[src/design/crc8c_pkg.sv]
`timescale 1ns / 1ps
// ----------------------------------------------------------------------------
// crc8c_pkg: shared types and functions of the configurable CRC-8 block
// Holds the configuration bundle, register indexes and the per-byte CRC step.
// ----------------------------------------------------------------------------
package crc8c_pkg;

    localparam int unsigned DATA_W = 8;
    localparam int unsigned CRC_W  = 8;
    localparam int unsigned IDX_W  = 2;

    // Configuration register indexes
    typedef enum logic [IDX_W-1:0] {
        REG_POLYNOMIAL    = 2'd0,
        REG_INITIAL_VALUE = 2'd1,
        REG_MSB_FIRST     = 2'd2
    } cfg_index_t;

    localparam logic [CRC_W-1:0] POLY_RESET = 8'h07;
    localparam logic [CRC_W-1:0] INIT_RESET = 8'h00;
    localparam logic             MSBF_RESET = 1'b1;

    // Configuration bundle passed from the register file to the CRC core
    typedef struct packed {
        logic [CRC_W-1:0] polynomial;
        logic [CRC_W-1:0] initial_value;
        logic             msb_first;
    } crc_cfg_t;

    // Bit reversal of one byte (pure wiring)
    function automatic logic [CRC_W-1:0] reverse8(input logic [CRC_W-1:0] v);
        logic [CRC_W-1:0] r;
        r = '0;
        for (int i = 0; i < CRC_W; i++) begin
            r[i] = v[CRC_W-1-i];
        end
        return r;
    endfunction

    // One byte through the CRC: XOR in the byte, then eight bit steps
    function automatic logic [CRC_W-1:0] crc_byte(input logic [CRC_W-1:0]  crc,
                                                 input logic [DATA_W-1:0] data,
                                                 input crc_cfg_t          cfg);
        logic [CRC_W-1:0] r;
        logic [CRC_W-1:0] rpoly;
        r     = crc ^ data;
        rpoly = reverse8(cfg.polynomial);
        for (int i = 0; i < DATA_W; i++) begin
            if (cfg.msb_first) begin
                r = r[CRC_W-1] ? ({r[CRC_W-2:0], 1'b0} ^ cfg.polynomial)
                               : {r[CRC_W-2:0], 1'b0};
            end else begin
                r = r[0] ? ({1'b0, r[CRC_W-1:1]} ^ rpoly)
                         : {1'b0, r[CRC_W-1:1]};
            end
        end
        return r;
    endfunction

endpackage

[src/design/crc8_configurable_bitwise.sv]
`timescale 1ns / 1ps
// ----------------------------------------------------------------------------
// crc8_configurable_bitwise: CRC-8 with configurable polynomial, seed, order
//
//   port group | direction | contents
//   s_*        | in        | tdata = data_byte[7:0], tuser = first_byte,
//              |           | tlast = last_byte
//   m_*        | out       | tdata = crc_value[7:0], one word per last byte
//   cfg_*      | in        | 0 polynomial, 1 initial_value, 2 msb_first
//
// One word per cycle sustained while no stalled result holds a tlast word;
// a last byte's CRC goes from the input register through the CRC network
// into the result register. The CRC network is a single XOR tree per byte
// between those two registers.
// Reset is synchronous (aresetn low); the CRC register clears to zero and
// the configuration returns to poly 0x07, seed 0x00, MSB first.
// A stalled result holds the output register; words without tlast keep
// flowing past it, and a tlast word waits in the input register.
// ----------------------------------------------------------------------------
module crc8_configurable_bitwise (
    input  logic                         aclk,
    input  logic                         aresetn,
    // input stream
    input  logic                         s_tvalid,
    output logic                         s_tready,
    input  logic [crc8c_pkg::DATA_W-1:0] s_tdata,  // [7:0] data_byte
    input  logic                         s_tuser,  // [0] first_byte
    input  logic                         s_tlast,
    // result stream
    output logic                         m_tvalid,
    input  logic                         m_tready,
    output logic [crc8c_pkg::CRC_W-1:0]  m_tdata,  // [7:0] crc_value
    // configuration
    input  logic                         cfg_we,
    input  logic [crc8c_pkg::IDX_W-1:0]  cfg_index,
    input  logic [crc8c_pkg::CRC_W-1:0]  cfg_data
);
    import crc8c_pkg::*;

    crc_cfg_t          cfg_reg;
    logic              in_valid_reg;
    logic [DATA_W-1:0] in_data_reg;
    logic              in_first_reg;
    logic              in_last_reg;
    logic              out_valid_reg;
    logic [CRC_W-1:0]  out_data_reg;
    logic              out_free;
    logic              advance;
    logic [CRC_W-1:0]  crc_value;

    // Configuration registers
    always_ff @(posedge aclk) begin
        if (!aresetn) begin
            cfg_reg.polynomial    <= POLY_RESET;
            cfg_reg.initial_value <= INIT_RESET;
            cfg_reg.msb_first     <= MSBF_RESET;
        end else if (cfg_we) begin
            case (cfg_index_t'(cfg_index))
                REG_POLYNOMIAL:    cfg_reg.polynomial    <= cfg_data;
                REG_INITIAL_VALUE: cfg_reg.initial_value <= cfg_data;
                REG_MSB_FIRST:     cfg_reg.msb_first     <= cfg_data[0];
                default: ;
            endcase
        end
    end

    // Flow control: a word leaves the input register unless it carries a
    // result and the output register is still occupied
    assign out_free = !out_valid_reg || m_tready;
    assign advance  = in_valid_reg && (!in_last_reg || out_free);
    assign s_tready = !in_valid_reg || advance;

    // Input register
    always_ff @(posedge aclk) begin
        if (!aresetn) begin
            in_valid_reg <= 1'b0;
        end else if (s_tready) begin
            in_valid_reg <= s_tvalid;
        end
    end

    always_ff @(posedge aclk) begin
        if (s_tready && s_tvalid) begin
            in_data_reg  <= s_tdata;
            in_first_reg <= s_tuser;
            in_last_reg  <= s_tlast;
        end
    end

    crc8c_core u_core (
        .aclk    (aclk),
        .aresetn (aresetn),
        .step_en (advance),
        .data    (in_data_reg),
        .first   (in_first_reg),
        .cfg     (cfg_reg),
        .crc_out (crc_value)
    );

    // Output register
    always_ff @(posedge aclk) begin
        if (!aresetn) begin
            out_valid_reg <= 1'b0;
        end else if (out_free) begin
            out_valid_reg <= advance && in_last_reg;
        end
    end

    always_ff @(posedge aclk) begin
        if (out_free && advance && in_last_reg) begin
            out_data_reg <= crc_value;
        end
    end

    assign m_tvalid = out_valid_reg;
    assign m_tdata  = out_data_reg;

    // A tlast word never advances over an occupied, stalled result
    a_no_overwrite: assert property (@(posedge aclk) disable iff (!aresetn)
        (in_valid_reg && in_last_reg && m_tvalid && !m_tready) |-> !advance)
        else $error("result overwritten while stalled");

    // A new result comes only from a tlast word that advanced
    a_result_source: assert property (@(posedge aclk) disable iff (!aresetn)
        $rose(m_tvalid) |-> $past(advance && in_last_reg))
        else $error("result without a last word");

    // The result register takes exactly the CRC of the advancing last word
    a_result_value: assert property (@(posedge aclk) disable iff (!aresetn)
        (advance && in_last_reg && out_free) |=> (m_tvalid && m_tdata == $past(crc_value)))
        else $error("result value mismatch");

endmodule

[src/design/crc8c_core.sv]
`timescale 1ns / 1ps
// ----------------------------------------------------------------------------
// crc8c_core: running CRC register and byte update network
// Folds one registered byte per enabled cycle into the running CRC.
// ----------------------------------------------------------------------------
module crc8c_core (
    input  logic                         aclk,
    input  logic                         aresetn,
    input  logic                         step_en,
    input  logic [crc8c_pkg::DATA_W-1:0] data,
    input  logic                         first,
    input  crc8c_pkg::crc_cfg_t          cfg,
    output logic [crc8c_pkg::CRC_W-1:0]  crc_out
);
    import crc8c_pkg::*;

    logic [CRC_W-1:0] crc_reg;
    logic [CRC_W-1:0] crc_next;

    // Seed on a first word, otherwise continue the running value
    always_comb begin
        crc_next = crc_byte(first ? cfg.initial_value : crc_reg, data, cfg);
    end

    always_ff @(posedge aclk) begin
        if (!aresetn) begin
            crc_reg <= '0;
        end else if (step_en) begin
            crc_reg <= crc_next;
        end
    end

    assign crc_out = crc_next;

endmodule

[config.mk]
export PLATFORM = sky130hd
export DESIGN_NAME = crc8_configurable_bitwise
export DESIGN_NICKNAME = d
export VERILOG_FILES = /design/src/design/crc8c_pkg.sv /design/src/design/crc8_configurable_bitwise.sv /design/src/design/crc8c_core.sv
export SDC_FILE = /design/constraint.sdc
export NUM_CORES = 1
export LEC_CHECK = 0
export ABC_AREA = 0
export BUFFER_PORTS_ARGS = -buffer_cell sky130_fd_sc_hd__buf_2
export CAP_MARGIN = 20
export CORE_MARGIN = 2
export CORE_UTILIZATION = 63
export CTS_CLUSTER_DIAMETER = 80
export DETAILED_ROUTE_END_ITERATION = 6
export PLACE_DENSITY = 0.81
export RECOVER_POWER = 50
export SETUP_SLACK_MARGIN = 0.2
export SLEW_MARGIN = 20
export SYNTH_ARGS = -nofsm -noshare
export SYNTH_HDL_FRONTEND = slang
export SYNTH_HIERARCHICAL = 1
export SYNTH_SLANG_ARGS = --single-unit
export TNS_END_PERCENT = 20
[constraint.sdc]
create_clock -name aclk -period 5.85 [get_ports aclk]
set_clock_uncertainty 0.1 [all_clocks]
set_input_delay 0.2925 -clock aclk [delete_from_list [all_inputs] [get_ports aclk]]
set_output_delay 0.2925 -clock aclk [all_outputs]
set_load 0.02 [all_outputs]
==> results.md <==
• post-cts hold buffer count: 0
• Die Area: 9310 um2
• number of ports placed on the die boundary: 35
• final period utilization: 0.943
• Starting Density: 0.653
• cell taking the most area after synthesis: sky130_fd_sc_hd__xnor2_1
• wire length of the first global-routing pass: 26.1 mm
• average detailed-routed wire length per instance: 20.8 um
• number of distinct library cells after synthesis: 88
• count of input and output buffers: 34
• Layout fillers: 677
• Residual DRC: 0
• hold path startpoint: s_tlast
• number of global-route vias before repair: 5151
• Routed Wire Length: 16.6 mm
• unrepaired setup endpoints after global routing: false
• number of flip-flops under the largest register name: 17
• largest fanout of any net on the critical path: 9
• Yosys warnings: 6
• total congestion overflow: 0
• all-layer global routing usage: 0.367
• number of max-capacitance violations reported: 0
• Post-Synthesis Mean Instance Area: 7.98 um2
• Clock Tree Buf Depth: 2
• count of mapped cells out of synthesis: 675
• top cell type's share of synthesized area: 0.106
• Data arrival, critical path: 5.46 ns
• fraction of layout instances using a drive strength above 1: 0.162
• RD Place Congestion: 0.991
• area growth from synthesis to final layout: 8.82%
• run status: finished, final reports clean
• start-to-end type of the worst setup path: flop to flop
• detail-routed via count per cell: 6.93
• final setup vio count: 0
• register bit total from synthesis: 45
• area taken by multi-input logic gates: 4120 um2
• peak supply drop: 238 uV
• number of nets in the final layout: 721
• startpoint type of the worst setup path: flop
• die height: 96.5 um
• class of the most critical hold timing path: input port to flop
• Num Clock Sinks: 45
• root buf cell: sky130_fd_sc_hd__clkbuf_8
• final hold violation count: 0
• Achievable Freq: 0.181 GHz
• CTS H-Tree Depth: 2
• Clk Latency, worst-skew pair: 0.30 ns
• CTS tree: done
• DRT antenna net count: 0
• Die Wd: 96.5 um
• worst-margin pin slew: 1.38 ns
• post-synthesis sequential area ratio: 0.201
• TNS Setup: 0 ns
• Final Max Tran Viols: 0
• EDFF count, synth: 18
• antenna cell count: 0
• initial antenna violation count: 0
• RR Startpoint: in_first_reg
• number of detailed-routing iterations run before antenna repair: 6
• pin count of the biggest net entering global routing: 46
• Post-Synthesis Net Count: 700
• total cell area at the placement stage: 5670 um2
• vias after detailed routing: 5559
• Sequential cell area: 1080 um2
• Critical Path Sink Type: flop
• Crit. Startpoint: in_first_reg
• ys flop type: sky130_fd_sc_hd__dfxtp_1
• share of synthesized registers carrying an async set or reset: 0
• Placeable Area: 8260 um2
• number of buffers added by the clock tree synthesis step: 5
• combined area of all synthesized cells: 5390 um2
• total non-filler cell area in the finished layout: 5860 um2
• worst relative slew slack: 0.0820
• clock input transition at the sequential cells of the worst setup and hold paths: 0.09 ns
• leading cell types by total area after synthesis: sky130_fd_sc_hd__xnor2_1 11%, sky130_fd_sc_hd__dfxtp_1 10%, sky130_fd_sc_hd__edfxtp_1 10%, sky130_fd_sc_hd__mux2i_1 6.5%, sky130_fd_sc_hd__nand2_1 6.3%
• PwrDens: 254 nW/um2
• detailed placement HPWL: 12.1 mm
• Final Critical Period: 5.52 ns
• Critical Path RT: 5.80 ns
• Core Rows: 33
• leak pwr: 2.24 nW
• Detailed Route Iter0 Violations: 648
-- metal layers --
metal | vias up | share of wire | GRT usage
li1 | 2515 | - | -
met1 | 2630 | 0.40 | 0.486
met2 | 345 | 0.46 | 0.598
met3 | 69 | 0.096 | 0.0543
met4 | 0 | 0.042 | 0.151
met5 | - | 0 | 0
-- cells in the final DEF, fill, tap and decap left out, types with 5 or more instances in the layout --
master / count
sky130_fd_sc_hd__a22oi_1: 5
sky130_fd_sc_hd__xnor2_1: 63
sky130_fd_sc_hd__xnor3_1: 7
sky130_fd_sc_hd__nand4_1: 7
sky130_fd_sc_hd__a31oi_1: 10
sky130_fd_sc_hd__mux2i_1: 34
sky130_fd_sc_hd__and3_1: 7
sky130_fd_sc_hd__xor2_1: 17
sky130_fd_sc_hd__o31ai_1: 9
sky130_fd_sc_hd__nor3_1: 12
sky130_fd_sc_hd__nand3_1: 24
sky130_fd_sc_hd__and2_1: 7
sky130_fd_sc_hd__edfxtp_1: 18
sky130_fd_sc_hd__buf_2: 25
sky130_fd_sc_hd__o21ai_1: 10
sky130_fd_sc_hd__clkbuf_1: 9
sky130_fd_sc_hd__dfxtp_1: 25
sky130_fd_sc_hd__nor2b_1: 7
sky130_fd_sc_hd__nor2_1: 36
sky130_fd_sc_hd__buf_4: 30
sky130_fd_sc_hd__clkbuf_8: 5
sky130_fd_sc_hd__o21ai_0: 40
sky130_fd_sc_hd__a21oi_1: 26
sky130_fd_sc_hd__nand2_1: 91
sky130_fd_sc_hd__a211oi_1: 8
sky130_fd_sc_hd__o211ai_1: 9
sky130_fd_sc_hd__inv_1: 13
sky130_fd_sc_hd__or3_1: 7
sky130_fd_sc_hd__nor4_1: 9
-- kinds of logic (layout without fill, tap and decap cells) --
logic type	count (synthesis)	count (layout)	synth area share
and+or+nand+nor	241	241	0.225
AOI/OAI and AO/OA	183	183	0.241
xor gates and xnor gates	99	99	0.195
buffers and inverters	66	88	0.0534
DFF	45	45	0.201
muxes	41	41	0.0838
-- stage by stage --
stage,instances,worst slack (ns),utilization,total power (W),hold slack (ns)
after floorplan,675,1.12,-,0.00105,0.291
after global placement,791,0.365,0.686,0.00123,0.347
after detailed placement,791,0.192,0.686,0.00124,0.371
after CTS,802,0.404,0.700,0.00144,0.0550
after global routing,802,0.178,0.710,0.00158,0.0469
final,802,0.333,0.710,0.00149,0.0576
-- power breakdown --
part / internal, W / total [W] / switching (W)
clock: 0.0000848 / 0.000195 / 0.000110
sequential: 0.000360 / 0.000383 / 0.0000225
combinational: 0.000371 / 0.000915 / 0.000544
-- cells in the mapped netlist, types with 5 or more instances --
master                     number
sky130_fd_sc_hd__nand2_1       91
sky130_fd_sc_hd__and3_1         7
sky130_fd_sc_hd__buf_1          7
sky130_fd_sc_hd__clkbuf_1      32
sky130_fd_sc_hd__nor2_1        37
sky130_fd_sc_hd__a31oi_1       10
sky130_fd_sc_hd__a21oi_1       26
sky130_fd_sc_hd__or3_1          7
sky130_fd_sc_hd__a211oi_2       5
sky130_fd_sc_hd__edfxtp_1      18
sky130_fd_sc_hd__mux2i_1       35
sky130_fd_sc_hd__dfxtp_1       27
sky130_fd_sc_hd__and2_1         7
sky130_fd_sc_hd__nand3_1       24
sky130_fd_sc_hd__o211ai_1       9
sky130_fd_sc_hd__nor4_1         9
sky130_fd_sc_hd__o31ai_1       10
sky130_fd_sc_hd__o21ai_1        9
sky130_fd_sc_hd__nor2b_1        7
sky130_fd_sc_hd__xnor2_1       65
sky130_fd_sc_hd__xor2_1        19
sky130_fd_sc_hd__nand4_1        7
sky130_fd_sc_hd__xnor3_1        7
sky130_fd_sc_hd__inv_1         13
sky130_fd_sc_hd__nor3_1        12
sky130_fd_sc_hd__o21ai_0       42
sky130_fd_sc_hd__a211oi_1       8
sky130_fd_sc_hd__a22oi_1        5
-- worst paths after layout --
path	to	slack, ns	cells after the start
setup / recovery	m_tdata[1]	0.33	17
setup reg to reg	m_tdata[1]	0.33	17
hold reg to reg	cfg_reg[3]	0.39	2
hold / removal	in_last_reg	0.06	1
-- critical path: stages, from the launching register on --
cell and delay [ns]:
sky130_fd_sc_hd__edfxtp_1 0.39, sky130_fd_sc_hd__buf_4 0.18, sky130_fd_sc_hd__buf_4 0.14, sky130_fd_sc_hd__mux2i_2 0.19, sky130_fd_sc_hd__xnor2_1 0.52, sky130_fd_sc_hd__nand3_1 0.24
sky130_fd_sc_hd__and4b_1 0.29, sky130_fd_sc_hd__nor4_1 0.40, sky130_fd_sc_hd__xnor3_1 0.43, sky130_fd_sc_hd__or4_1 0.44, sky130_fd_sc_hd__o311ai_2 0.14, sky130_fd_sc_hd__and3_1 0.43
sky130_fd_sc_hd__a211oi_1 0.12, sky130_fd_sc_hd__o31ai_2 0.43, sky130_fd_sc_hd__o31ai_1 0.14, sky130_fd_sc_hd__nor4bb_1 0.30, sky130_fd_sc_hd__or3_1 0.27, sky130_fd_sc_hd__nand2_1 0.11
-- area by class of cell --
cell class / instances / share of cell area
Timing Repair Buffer: 64 / 0.0655
Tap cell: 105 / 0.0224
Inverter: 16 / 0.0102
Multi-Input combinational cell: 564 / 0.702
Clock buffer: 5 / 0.0117
Clock inverter: 3 / 0.00363
Sequential cell: 45 / 0.185
-- what timing repair did --
item / CTS / global route
buffers inserted: 3 / 0
endpoints found under the setup margin: 1 / 16
pin swaps: 0 / 0
resized for setup: 0 / 17
No activity file was read; power rests on OpenSTA's default activity.
